**src/rtl/core/rpc_pkg.sv**
```systemverilog
// ----------------------------------------------------------------------------
// rpc_pkg: shared types and constants of the polygon clipper
// Vertex type, configuration register indexes, clip edge codes and the
// request bundle of the crossing divider.
// ----------------------------------------------------------------------------
package rpc_pkg;

	localparam int RPC_MAX_VERTS = 24;
	localparam int COORD_W       = 24;
	localparam int LIMIT_W       = 16;
	localparam int CFG_IDX_W     = 3;

	// configuration register indexes
	localparam logic [CFG_IDX_W-1:0] CFG_CLIP_LEFT    = 3'd0;
	localparam logic [CFG_IDX_W-1:0] CFG_CLIP_TOP     = 3'd1;
	localparam logic [CFG_IDX_W-1:0] CFG_CLIP_RIGHT   = 3'd2;
	localparam logic [CFG_IDX_W-1:0] CFG_CLIP_BOTTOM  = 3'd3;
	localparam logic [CFG_IDX_W-1:0] CFG_BYPASS_LIMIT = 3'd4;

	// clip edges in pass order
	localparam logic [1:0] EDGE_TOP    = 2'd0;
	localparam logic [1:0] EDGE_RIGHT  = 2'd1;
	localparam logic [1:0] EDGE_BOTTOM = 2'd2;
	localparam logic [1:0] EDGE_LEFT   = 2'd3;

	typedef struct packed {
		logic signed [COORD_W-1:0] x;
		logic signed [COORD_W-1:0] y;
	} point_t;

	// result = base + round_half_up(fa * fb / den)
	typedef struct packed {
		logic signed [COORD_W:0]   fa;
		logic signed [COORD_W:0]   fb;
		logic signed [COORD_W:0]   den;
		logic signed [COORD_W-1:0] base;
	} div_req_t;

endpackage

```
**src/rtl/core/rpc_cell.sv**
```systemverilog
// ----------------------------------------------------------------------------
// rpc_cell: one vertex cell of a shifting vertex chain
// Loads a pushed vertex or takes its neighbor's vertex on a shift.
// ----------------------------------------------------------------------------
module rpc_cell
	import rpc_pkg::*;
(
	input  logic   clk,
	input  logic   shift,
	input  logic   load,
	input  point_t nxt,
	input  point_t ld_data,
	output point_t val
);

	point_t val_q;

	always_ff @(posedge clk) begin
		if (load) begin
			val_q <= ld_data;
		end else if (shift) begin
			val_q <= nxt;
		end
	end

	assign val = val_q;

endmodule

```
**src/rtl/core/rpc_chain.sv**
```systemverilog
// ----------------------------------------------------------------------------
// rpc_chain: vertex FIFO built as a row of shifting cells
// Push writes the cell at the fill position, pop shifts every cell one place
// toward the head. Never pushed and popped in the same cycle.
// ----------------------------------------------------------------------------
module rpc_chain
	import rpc_pkg::*;
#(
	parameter int DEPTH = 2 * RPC_MAX_VERTS
)(
	input  logic                           clk,
	input  logic                           arst_n,
	input  logic                           push,
	input  logic                           pop,
	input  point_t                         push_data,
	output point_t                         head,
	output point_t                         last,
	output logic                           full,
	output logic [$clog2(DEPTH+1)-1:0]     cnt
);

	localparam int CNTW = $clog2(DEPTH + 1);

	logic [CNTW-1:0] cnt_q;
	point_t          last_q;
	point_t          val [DEPTH];

	for (genvar i = 0; i < DEPTH; i++) begin : g_cell
		point_t nxt_i;
		if (i == DEPTH - 1) begin : g_tail
			assign nxt_i = push_data;
		end else begin : g_mid
			assign nxt_i = val[i+1];
		end
		rpc_cell u_cell (
			.clk    (clk),
			.shift  (pop),
			.load   (push && (cnt_q == CNTW'(i))),
			.nxt    (nxt_i),
			.ld_data(push_data),
			.val    (val[i])
		);
	end

	assign full = (cnt_q == CNTW'(DEPTH));

	always_ff @(posedge clk or negedge arst_n) begin
		if (!arst_n) begin
			cnt_q <= '0;
		end else if (push && !full) begin
			cnt_q <= cnt_q + 1'b1;
		end else if (pop && cnt_q != '0) begin
			cnt_q <= cnt_q - 1'b1;
		end
	end

	always_ff @(posedge clk) begin
		if (push && !full) begin
			last_q <= push_data;
		end
	end

	assign head = val[0];
	assign last = last_q;
	assign cnt  = cnt_q;

endmodule

```
**config.mk**
```make
export PLATFORM = sky130hd
export DESIGN_NAME = rpc_chain
export DESIGN_NICKNAME = d
export VERILOG_FILES = /design/src/rtl/core/rpc_pkg.sv /design/src/rtl/core/rpc_cell.sv /design/src/rtl/core/rpc_chain.sv
export SDC_FILE = /design/constraint.sdc
export NUM_CORES = 2
export LEC_CHECK = 0
export BUFFER_PORTS_ARGS = -buffer_cell sky130_fd_sc_hd__buf_2
export CAP_MARGIN = 20
export CORE_ASPECT_RATIO = 0.6
export CORE_MARGIN = 5
export CORE_UTILIZATION = 30
export DETAILED_ROUTE_END_ITERATION = 8
export GPL_TIMING_DRIVEN = 0
export PLACE_DENSITY = 0.48
export SYNTH_ARGS = -nofsm -noshare
export SYNTH_HDL_FRONTEND = slang
export SYNTH_HIERARCHICAL = 1
export SYNTH_SLANG_ARGS = --single-unit
export TNS_END_PERCENT = 100
```
**constraint.sdc**
```tcl
create_clock -name clk -period 3.25 [get_ports clk]
set_clock_uncertainty 0.05 [all_clocks]
set_input_delay 0.1625 -clock clk [delete_from_list [all_inputs] [get_ports clk]]
set_output_delay 0.1625 -clock clk [all_outputs]
set_load 0.01 [all_outputs]
```
==> results by group <==
STA
  • Share of the clock period used by the worst path after layout: 97.2%
  • Final Hold Vio Count: 0
  • Final count of pins violating max slew: 0
  • Hold slack final: about 0.12 ns
  • RSZ-0062 raised after global routing: true
  • Setup TNS: 0 ns
  • Fin crit period: approximately 3.2 ns
  • Achievable Freq: between 300 and 400 MHz
  • Slew Limit Headroom: 25.1%
  • Transition time at the pin with the least slew margin: 1.12 ns
  • Final setup vio count: 0

Power and ir drop
  • Power Density: about 620 nW/um^2
  • Leakage power: around 40 nW
  • Peak ir drop on the vdd network: between 0.4 and 0.5 mV

Global routing
  • Total gr overflow: 0
  • Maximum number of pins on one net before global-route repair: 55
  • Vias in the first global route: 50060
  • Global-route wire length before repair: roughly 320000 um
  • GRT Resource Usage Total: between 10% and 20%
  • Antenna violations before repair: 14

Cells and area
  • Commonest cells after routing, fill and taps aside: edfxtp_1 (2352), mux2_2 (1872), mux2_4 (432), clkbuf_16 (238), buf_4 (196)
  • Number of nets at the end of the flow: 5710
  • Layout Area Growth over Synthesis: 16.4%
  • Share of final-layout standard cells stronger than drive strength 1: between 50% and 60%
  • Cell Count, Final, Fillers Out: about 10000
  • Final design instance area without fill: 118000 sq um
  • Most common cell after layout, fill and taps aside: edfxtp_1
  • Utilization after layout: a little over a third

Setup path
  • Cell type group with the largest total delay on the critical path: buffers and inverters
  • Cell chain of the critical path: buf_2 -> nor2_2 -> nand2_4 -> clkbuf_4 -> nor2_2 -> buf_16 -> buf_6 -> buf_6 -> or2_4 -> buf_12
  • Cell count of the worst reg-to-reg path: 10
  • Path type of the worst setup path: reg -> reg
  • CP startpoint: cnt[5]$_DFFE_PN0P_
  • CP Data Required Time: 3.76 ns
  • Worst setup SP type: flip-flop
  • Slowest-stage cell, CP: dfrtp_1
  • Cell depth of the worst setup path: 10
  • Critical path endpoint category: flip-flop
  • Critical path arrival: about 3.7 ns
  • Sum of buffers and inverters on the critical path: 6
  • Origin of the critical flop-to-flop path: cnt[5]$_DFFE_PN0P_
  • Largest incremental delay on the critical path: approximately 0.37 ns
  • Largest driver fanout on the critical path: 30

Place
  • HPWL after detailed placement: roughly 140000 um
  • Placed instance count: 9810
  • I/O Buffers: approximately 150
  • Placed cell areas: between 100000 and 150000 sq um
  • Final RePlAce weighted congestion: about 0.77

Detailed routing
  • DR iter-0 viols: around 3000
  • Post-route antenna net violation count: 0
  • Vias per Instance: 4.52
  • Wire length reported by the detailed router: slightly above 200000 um
  • Vias: 46808
  • Number of iterations in the first detailed-routing pass: 5
  • Detail-routed net length per standard cell: between 15 and 20 um
  • Remaining DRCs: 0

Synthesis
  • Flops & latches, synth: between 2000 and 2500
  • Share of Yosys cell area claimed by the top area cell type: around 70%
  • Synthesized netlist net count: approximately 5100
  • Yosys warnings: 6
  • Fraction of the yosys area taken by sequential cells: a little over two thirds
  • Synth cell types: 33
  • Post-Syn Area: 101000 sq um
  • Avg Inst Size Synth: around 20 sq um
  • Yosys top cell by area: edfxtp_1
  • Largest cells by area after synthesis: edfxtp_1 (70%), mux2_2 (21%), mux2_4 (6.4%)
  • Gate count of the mapped netlist: about 5100

Clocking
  • Root Buffer Master: clkbuf_16
  • TritonCTS clock tree: built
  • Number of buffers on the longest clock path: 4
  • Skew-Pair Late Insertion Delay: approximately 0.87 ns
  • Maximum level of the CTS H-tree: 4
  • Num CTS Buffers: 237
  • Clk sinks: ~2400
  • Worst-path clk slew: about 0.07 ns

Flow run
  • Count of maximum capacitance violations: 0

Die
  • Horiz. Die Dim: ~760 um
  • Area of the core region: between 300000 and 400000 sq um
  • Initial Util: a little under a third
  • Number of core rows: 165
  • Die Height: roughly 460 um
  • Boundary pin count: around 160
  • Die ar.: between 300000 and 400000 sq um

Hold path
  • Min-delay worst type: in -> reg
  • Hold Crit Start: push_data[9]
  • Worst Hold Depth: 1

Run status
  • Status: finished clean
==> path summary, 6_finish.rpt <==
| kind | end | slack [ns] |
|---|---|---|
| min | last[9]$_DFFE_PN_ | 0.12 |
| min reg2reg | g_cell[15].u_cell/val[47]$_DFFE_PP_ | 0.43 |
| min in group asynchronous | cnt[1]$_DFFE_PN0P_ | 0.20 |
| max reg2reg | g_cell[0].u_cell/val[27]$_DFFE_PP_ | 0.09 |
| max in group asynchronous | cnt[3]$_DFFE_PN0P_ | 2.73 |
| max | g_cell[0].u_cell/val[27]$_DFFE_PP_ | 0.09 |
==> synthesized netlist by cell type <==
cell type / count
a2111o_1: 1
a211o_1: 1
a21oi_1: 3
a31oi_1: 1
a31oi_4: 1
and3_1: 3
buf_2: 2
buf_4: 144
buf_6: 96
clkbuf_1: 6
clkbuf_2: 1
dfrtp_1: 6
edfxtp_1: 2352
ha_1: 5
inv_1: 3
mux2_2: 1872
mux2_4: 432
nand2_1: 17
nand3_1: 9
nand3b_1: 4
nand4_1: 2
nor2_1: 51
nor2b_1: 3
nor3_1: 1
nor3b_4: 1
o21ai_0: 2
o22ai_1: 1
o311ai_0: 1
o31a_1: 1
o31ai_1: 2
or2_1: 48
or4b_1: 1
xnor2_1: 3
==> power breakdown <==
group / leakage [nW] / switching [W] / internal [W]
Combinational: 13.3 / 0.00438 / 0.00448
Sequential: 23.1 / 0.000833 / 0.0378
Clock: 3.49 / 0.0114 / 0.0145
Total: 39.9 / 0.0167 / 0.0568
==> routing by layer <==
metal	GRT usage, %	share of wire, %	wire (um)	vias up
li1	-	-	-	21281
met1	18.8	56	115000	24574
met2	15.4	38	78600	654
met3	1.92	3.7	7720	295
met4	2.81	2.3	4730	4
met5	0	0.013	27	-
==> state kept, by name (all words and copies together), names as in the netlist <==
signal,flops
last,48
cnt,6
g_cell.u_cell/val,2304
==> repair_timing <==
| item | CTS | global route |
|---|---|---|
| cloned | 0 | 0 |
| buffers inserted | 16 | 34 |
| hold endpoints to repair | 206 | 91 |
| setup endpoints to repair | 3415 | 1149 |
| pin swaps | 12 | 19 |
| gates resized for setup | 134 | 19 |
| hold buffers | 45 | 6 |
==> cell families after synthesis <==
logic type	count (synthesis)	synth area share [%]
fa+ha+maj	5	0.0617
compound gates	14	0.110
buf+inv	252	2.18
simple gates	140	0.704
flops	2358	69.8
xor+xnor	3	0.0259
mux	2304	27.2
==> per-stage QoR <==
stage	power, W	setup slack (ns)
global placement	0.0474	-2.44
global route	0.0768	-0.0244
CTS	0.0747	-0.118
floorplan	0.0448	0.0559
finish	0.0735	0.0896
detailed placement	0.0478	-0.882
==> area by class of cell <==
cell class	instances	area (sq um)
fill	31494	219000
antenna	7	17.5
buffer	249	2210
sequential	2358	70800
multi-input combinational	2466	29000
clock inverter	128	1010
inverter	3	11.3
tap	4509	5640
timing repair buffer	338	3310
clock buffer	289	6150
No activity file was read; power rests on OpenSTA's default activity.
