### src/rtl/core/rpc_pkg.sv
// ----------------------------------------------------------------------------
// rpc_pkg: shared types and constants of the polygon clipper
// Vertex type, configuration register indexes, clip edge codes and the
// request bundle of the crossing divider.
// ----------------------------------------------------------------------------
package rpc_pkg;

	localparam int RPC_MAX_VERTS = 24;
	localparam int COORD_W       = 24;
	localparam int LIMIT_W       = 16;
	localparam int CFG_IDX_W     = 3;

	// configuration register indexes
	localparam logic [CFG_IDX_W-1:0] CFG_CLIP_LEFT    = 3'd0;
	localparam logic [CFG_IDX_W-1:0] CFG_CLIP_TOP     = 3'd1;
	localparam logic [CFG_IDX_W-1:0] CFG_CLIP_RIGHT   = 3'd2;
	localparam logic [CFG_IDX_W-1:0] CFG_CLIP_BOTTOM  = 3'd3;
	localparam logic [CFG_IDX_W-1:0] CFG_BYPASS_LIMIT = 3'd4;

	// clip edges in pass order
	localparam logic [1:0] EDGE_TOP    = 2'd0;
	localparam logic [1:0] EDGE_RIGHT  = 2'd1;
	localparam logic [1:0] EDGE_BOTTOM = 2'd2;
	localparam logic [1:0] EDGE_LEFT   = 2'd3;

	typedef struct packed {
		logic signed [COORD_W-1:0] x;
		logic signed [COORD_W-1:0] y;
	} point_t;

	// result = base + round_half_up(fa * fb / den)
	typedef struct packed {
		logic signed [COORD_W:0]   fa;
		logic signed [COORD_W:0]   fb;
		logic signed [COORD_W:0]   den;
		logic signed [COORD_W-1:0] base;
	} div_req_t;

endpackage

### src/rtl/core/rpc_div.sv
// ----------------------------------------------------------------------------
// rpc_div: crossing coordinate unit
// Multiplies, then divides one quotient bit per cycle and rounds half up:
// res = base + floor(fa*fb/den + 1/2).
// ----------------------------------------------------------------------------
module rpc_div
	import rpc_pkg::*;
(
	input  logic                      clk,
	input  logic                      arst_n,
	input  logic                      start,
	input  div_req_t                  req,
	output logic                      done,
	output logic signed [COORD_W-1:0] res
);

	localparam int PW = 2 * (COORD_W + 1);  // product width
	localparam int NW = PW + 2;             // |2*num + den| width
	localparam int DW = COORD_W + 2;        // 2*|den| width
	localparam int IW = $clog2(NW);

	typedef enum logic [6:0] {
		D_IDLE = 7'b0000001,
		D_MUL  = 7'b0000010,
		D_ADJ  = 7'b0000100,
		D_SUM  = 7'b0001000,
		D_ABS  = 7'b0010000,
		D_RUN  = 7'b0100000,
		D_FIN  = 7'b1000000
	} dstate_t;

	dstate_t                  st_q;
	div_req_t                 req_q;
	logic signed [PW-1:0]     prod_q;
	logic signed [PW:0]       numa_q;
	logic [COORD_W:0]         dpos_q;
	logic signed [NW:0]       nsum_q;
	logic                     neg_q;
	logic [NW-1:0]            nq_q;
	logic [DW-1:0]            rem_q;
	logic [IW-1:0]            it_q;
	logic                     done_q;
	logic signed [COORD_W-1:0] res_q;

	logic [DW:0]              trial;
	logic [DW:0]              dvs;
	logic                     fit;
	logic [COORD_W-1:0]       q24;
	logic [COORD_W-1:0]       qv;

	always_comb begin
		trial = {rem_q, nq_q[NW-1]};
		dvs   = {1'b0, dpos_q, 1'b0};
		fit   = (trial >= dvs);
		// floor of a negative quotient steps down when there is a remainder
		q24   = nq_q[COORD_W-1:0] + COORD_W'(neg_q && (rem_q != '0));
		qv    = neg_q ? (~q24 + 1'b1) : q24;
	end

	always_ff @(posedge clk or negedge arst_n) begin
		if (!arst_n) begin
			st_q   <= D_IDLE;
			done_q <= 1'b0;
		end else begin
			done_q <= 1'b0;
			case (st_q)
				D_IDLE: if (start) st_q <= D_MUL;
				D_MUL:  st_q <= D_ADJ;
				D_ADJ:  st_q <= D_SUM;
				D_SUM:  st_q <= D_ABS;
				D_ABS:  st_q <= D_RUN;
				D_RUN:  if (it_q == '0) st_q <= D_FIN;
				D_FIN: begin
					done_q <= 1'b1;
					st_q   <= D_IDLE;
				end
				default: st_q <= D_IDLE;
			endcase
		end
	end

	always_ff @(posedge clk) begin
		case (st_q)
			D_IDLE: if (start) req_q <= req;
			D_MUL:  prod_q <= req_q.fa * req_q.fb;
			D_ADJ: begin
				// make the divisor positive
				numa_q <= req_q.den[COORD_W] ? -((PW+1)'(prod_q)) : (PW+1)'(prod_q);
				dpos_q <= req_q.den[COORD_W] ? (COORD_W+1)'(-req_q.den)
				                             : (COORD_W+1)'(req_q.den);
			end
			D_SUM:  nsum_q <= ((NW+1)'(numa_q) <<< 1) + $signed({(NW-COORD_W)'(0), dpos_q});
			D_ABS: begin
				neg_q <= nsum_q[NW];
				nq_q  <= nsum_q[NW] ? NW'(-nsum_q) : nsum_q[NW-1:0];
				rem_q <= '0;
				it_q  <= IW'(NW - 1);
			end
			D_RUN: begin
				rem_q <= fit ? DW'(trial - dvs) : trial[DW-1:0];
				nq_q  <= {nq_q[NW-2:0], fit};
				it_q  <= it_q - 1'b1;
			end
			D_FIN:  res_q <= req_q.base + $signed(qv);
			default: ;
		endcase
	end

	assign done = done_q;
	assign res  = res_q;

endmodule

### config.mk
export PLATFORM = sky130hd
export DESIGN_NAME = rpc_div
export DESIGN_NICKNAME = d
export VERILOG_FILES = /design/src/rtl/core/rpc_pkg.sv /design/src/rtl/core/rpc_div.sv
export SDC_FILE = /design/constraint.sdc
export NUM_CORES = 2
export LEC_CHECK = 0
export ABC_AREA = 1
export BUFFER_PORTS_ARGS = -buffer_cell sky130_fd_sc_hd__buf_2
export CELL_PAD_IN_SITES_DETAIL_PLACEMENT = 1
export CELL_PAD_IN_SITES_GLOBAL_PLACEMENT = 2
export CORE_MARGIN = 2
export CORE_UTILIZATION = 35
export CTS_CLUSTER_SIZE = 40
export DETAILED_ROUTE_END_ITERATION = 6
export PLACE_DENSITY = 0.72
export SKIP_CTS_REPAIR_TIMING = 1
export SLEW_MARGIN = 15
export SYNTH_ARGS = -nofsm -noshare
export SYNTH_HDL_FRONTEND = slang
export SYNTH_SLANG_ARGS = --single-unit
### constraint.sdc
create_clock -name clk -period 14.15 [get_ports clk]
set_input_delay 2.83 -clock clk [delete_from_list [all_inputs] [get_ports clk]]
set_output_delay 2.83 -clock clk [all_outputs]
set_load 0.1 [all_outputs]
==> out/summary.txt <==
CP startpoint kind -> flip-flop
Max_cap viols -> 0
Crit. Startpoint -> req_q[53]
R2r startpoint -> req_q[53]
Die area -> 0.138 mm²
Pre-Repair DR Iteration Count -> 5
# diodes -> 0
DR vias/cell -> 4.80
Setup tns final -> 0 ns
Via count -> 36155
Commonest non-fill, non-tap cells in the layout -> nand2_1, inv_1, fa_1, edfxtp_1, nor2_1
DRT iter0 DRCs -> 1708
Sinks on Clock Net -> 395
Synth Cell Area -> 0.0472 mm²
RSZ-0062 raised after global routing -> no
Top delay family on crit path -> adder cells
WP buf/inv -> 3
Area of the multi-input gates -> 0.0297 mm²
Initial core utilization -> 35.3%
Final Skew -> 0.0500 ns
Register-to-register setup slack -> 6.37 ns
Syn nets -> 6650
Area after DPL -> 0.0498 mm²
HPWL after detailed placement -> 121000 µm
I/O pin cnt -> 127
Endpoints failing hold -> 0
Status -> finished clean
Hold path depth -> 0
Die width -> 371 µm
Initial antenna violation count -> 1
Stages on worst setup path -> 19
Vias in the first global route -> 40269
First-pass GRT wire length -> 234000 µm
Share of cells above drive strength 1 -> 5.97%
Final setup viols -> 0
Yosys cell types -> 56
DRC viols -> 0
Worst-Skew Late Latency -> 0.69 ns
Routed length per instance -> 19.6 µm
Final antenna-violating net count -> 0
Worst EP arrival -> 8.16 ns
Min Tclk post-route -> 7.78 ns
Final cycle utilization of the critical path -> 54.9%
Crit path capture -> prod_q[44]
Flip-flop and latch count after synthesis -> 395
RePlAce Congestion -> 0.857
Synthesized instance count -> 5666
Fin util -> 38.6%
Fin nets -> 6707
CP Cell Sequence -> nand2_1 -> inv_1 -> fa_1 -> fa_1 -> fa_1 -> fa_1 -> fa_1 -> fa_1 -> inv_1 -> fa_1 -> inv_1 -> ha_1 -> nand2_1 -> nor2_1 -> nand2_1 -> nor4_1 -> nand3_1 -> nand3_1 -> xor2_1
CTS Buf Count -> 54
Final slew viol count -> 0
Clk slew on worst S/H paths -> 0.06 ns
Detailed-routing wirelength on met1 -> 65700 µm
Finished Layout Cells -> 7534
Largest net degree at the start of global routing -> 76
Worst-path maximum fanout -> 25
Hold Path Class -> reg -> reg
Row Count -> 134
CP Class -> reg -> reg
Crit Reg-Reg Endpoint -> prod_q[44]
Total GRT Usage -> 22.0%
Req. time, crit path -> 14.53 ns
Dpl cells -> 7435
Most common cell type on the critical path -> fa_1
CTS tree -> yes
Crit-path max cell delay -> 1.09 ns
# fillers -> 15904
Uppermost layer routed -> met4
Crit end category -> flip-flop
Worst rel slew slack -> 23.7%
Synth Area per Inst -> 8.34 µm²
I/O Buffers -> 126
Register-to-Register Path Depth -> 19
Max Fclk -> 129 MHz
Root Buffer -> clkbuf_16
Total grt overflow -> 0
Area delta synth->final -> 9.33%
Register area -> 0.0118 mm²
Sequential fraction of the synthesis area -> 25.0%
CTS max path bufs -> 3
Level count of the clock H-tree -> 2
Met2 wire len -> 74100 µm
Cell area after layout -> 0.0516 mm²
Core area -> 0.134 mm²
Slew @ Worst Pin -> 1.14 ns
Final WL -> 147000 µm
Worst path slowest cell -> edfxtp_1
Commonest non-fill, non-tap cell in the layout -> nand2_1
Die Ht -> 371 µm
YS warnings -> 0
Met3 wire length -> 3620 µm
-- flip-flops by register name, indices dropped and copies added (netlist names), 6 cells and up --
register and count:
rem_q 26, dpos_q 25, req_q 99, nsum_q 53
st_q 7, prod_q 50, numa_q 51, nq_q 52
it_q 6, res 24
-- Yosys cell counts (all sizes together) --
| library cell | instances | share of area (%) |
|---|---|---|
| o31ai | 7 | 0.11 |
| dfstp | 1 | 0.056 |
| o21bai | 15 | 0.24 |
| a21boi | 12 | 0.21 |
| o21a | 10 | 0.16 |
| a211oi | 2 | 0.032 |
| nor3 | 73 | 0.82 |
| a31o | 1 | 0.019 |
| a21o | 14 | 0.22 |
| nor4 | 36 | 0.48 |
| nand3 | 168 | 1.8 |
| ha | 221 | 5.9 |
| clkinv | 2 | 0.016 |
| o211ai | 7 | 0.11 |
| inv | 1334 | 11 |
| xor2 | 171 | 3.2 |
| o2111ai | 2 | 0.037 |
| xnor2 | 80 | 1.5 |
| buf | 16 | 0.17 |
| a21oi | 177 | 1.9 |
| dfrtp | 7 | 0.37 |
| nand3b | 12 | 0.19 |
| and3 | 5 | 0.066 |
| fa | 661 | 28 |
| nand2 | 1377 | 11 |
| edfxtp | 387 | 25 |
| a31oi | 13 | 0.17 |
| clkbuf | 169 | 1.3 |
| o21ai | 188 | 2.0 |
| or2 | 21 | 0.28 |
| nor2 | 401 | 3.4 |
| and2 | 2 | 0.032 |
| nand4 | 73 | 0.99 |
| nor3b | 1 | 0.016 |
-- layer usage --
layer / vias to the layer above / GRT usage [%]
li1: 17314 / -
met1: 18256 / 28.4
met2: 446 / 39.4
met3: 139 / 1.75
met4: 0 / 5.65
met5: - / 0
-- cell families (layout without fill, tap and decap cells) --
group | count (synthesis) | count (layout) | synth area share, %
DFF | 395 | 395 | 25.0
AOI/OAI and AO/OA | 448 | 448 | 5.22
adders and majority gates | 882 | 882 | 33.9
xor gates and xnor gates | 251 | 251 | 4.69
buffers and inverters | 1521 | 1621 | 12.1
and+or+nand+nor | 2169 | 2169 | 19.1
-- worst min path at each step --
stage,startpoint,endpoint
2_1_floorplan,nsum_q[52],neg_q
3_3_place_gp,dpos_q[0],nsum_q[0]
3_5_place_dp,dpos_q[0],nsum_q[0]
4_1_cts,dpos_q[0],nsum_q[0]
5_1_grt,dpos_q[0],nsum_q[0]
6_report,dpos_q[0],nsum_q[0]
-- cell type report --
cell class | count | area share (%)
Sequential cell | 395 | 22.9
Timing Repair Buffer | 186 | 2.09
Clock buffer | 61 | 2.67
Multi-Input combinational cell | 3750 | 57.5
Clock inverter | 38 | 0.824
Inverter | 1336 | 9.71
Tap cell | 1768 | 4.28
-- per-stage QoR --
step | setup slack (ns) | hold slack [ns]
2_1_floorplan | 5.29 | 0.424
3_3_place_gp | 6.51 | 0.458
3_5_place_dp | 6.37 | 0.458
4_1_cts | 6.32 | 0.472
5_1_grt | 5.90 | 0.490
6_report | 6.37 | 0.476
Power is not shown: default switching activity piles up to over one toggle a cycle in this logic, so the estimate is an artifact.
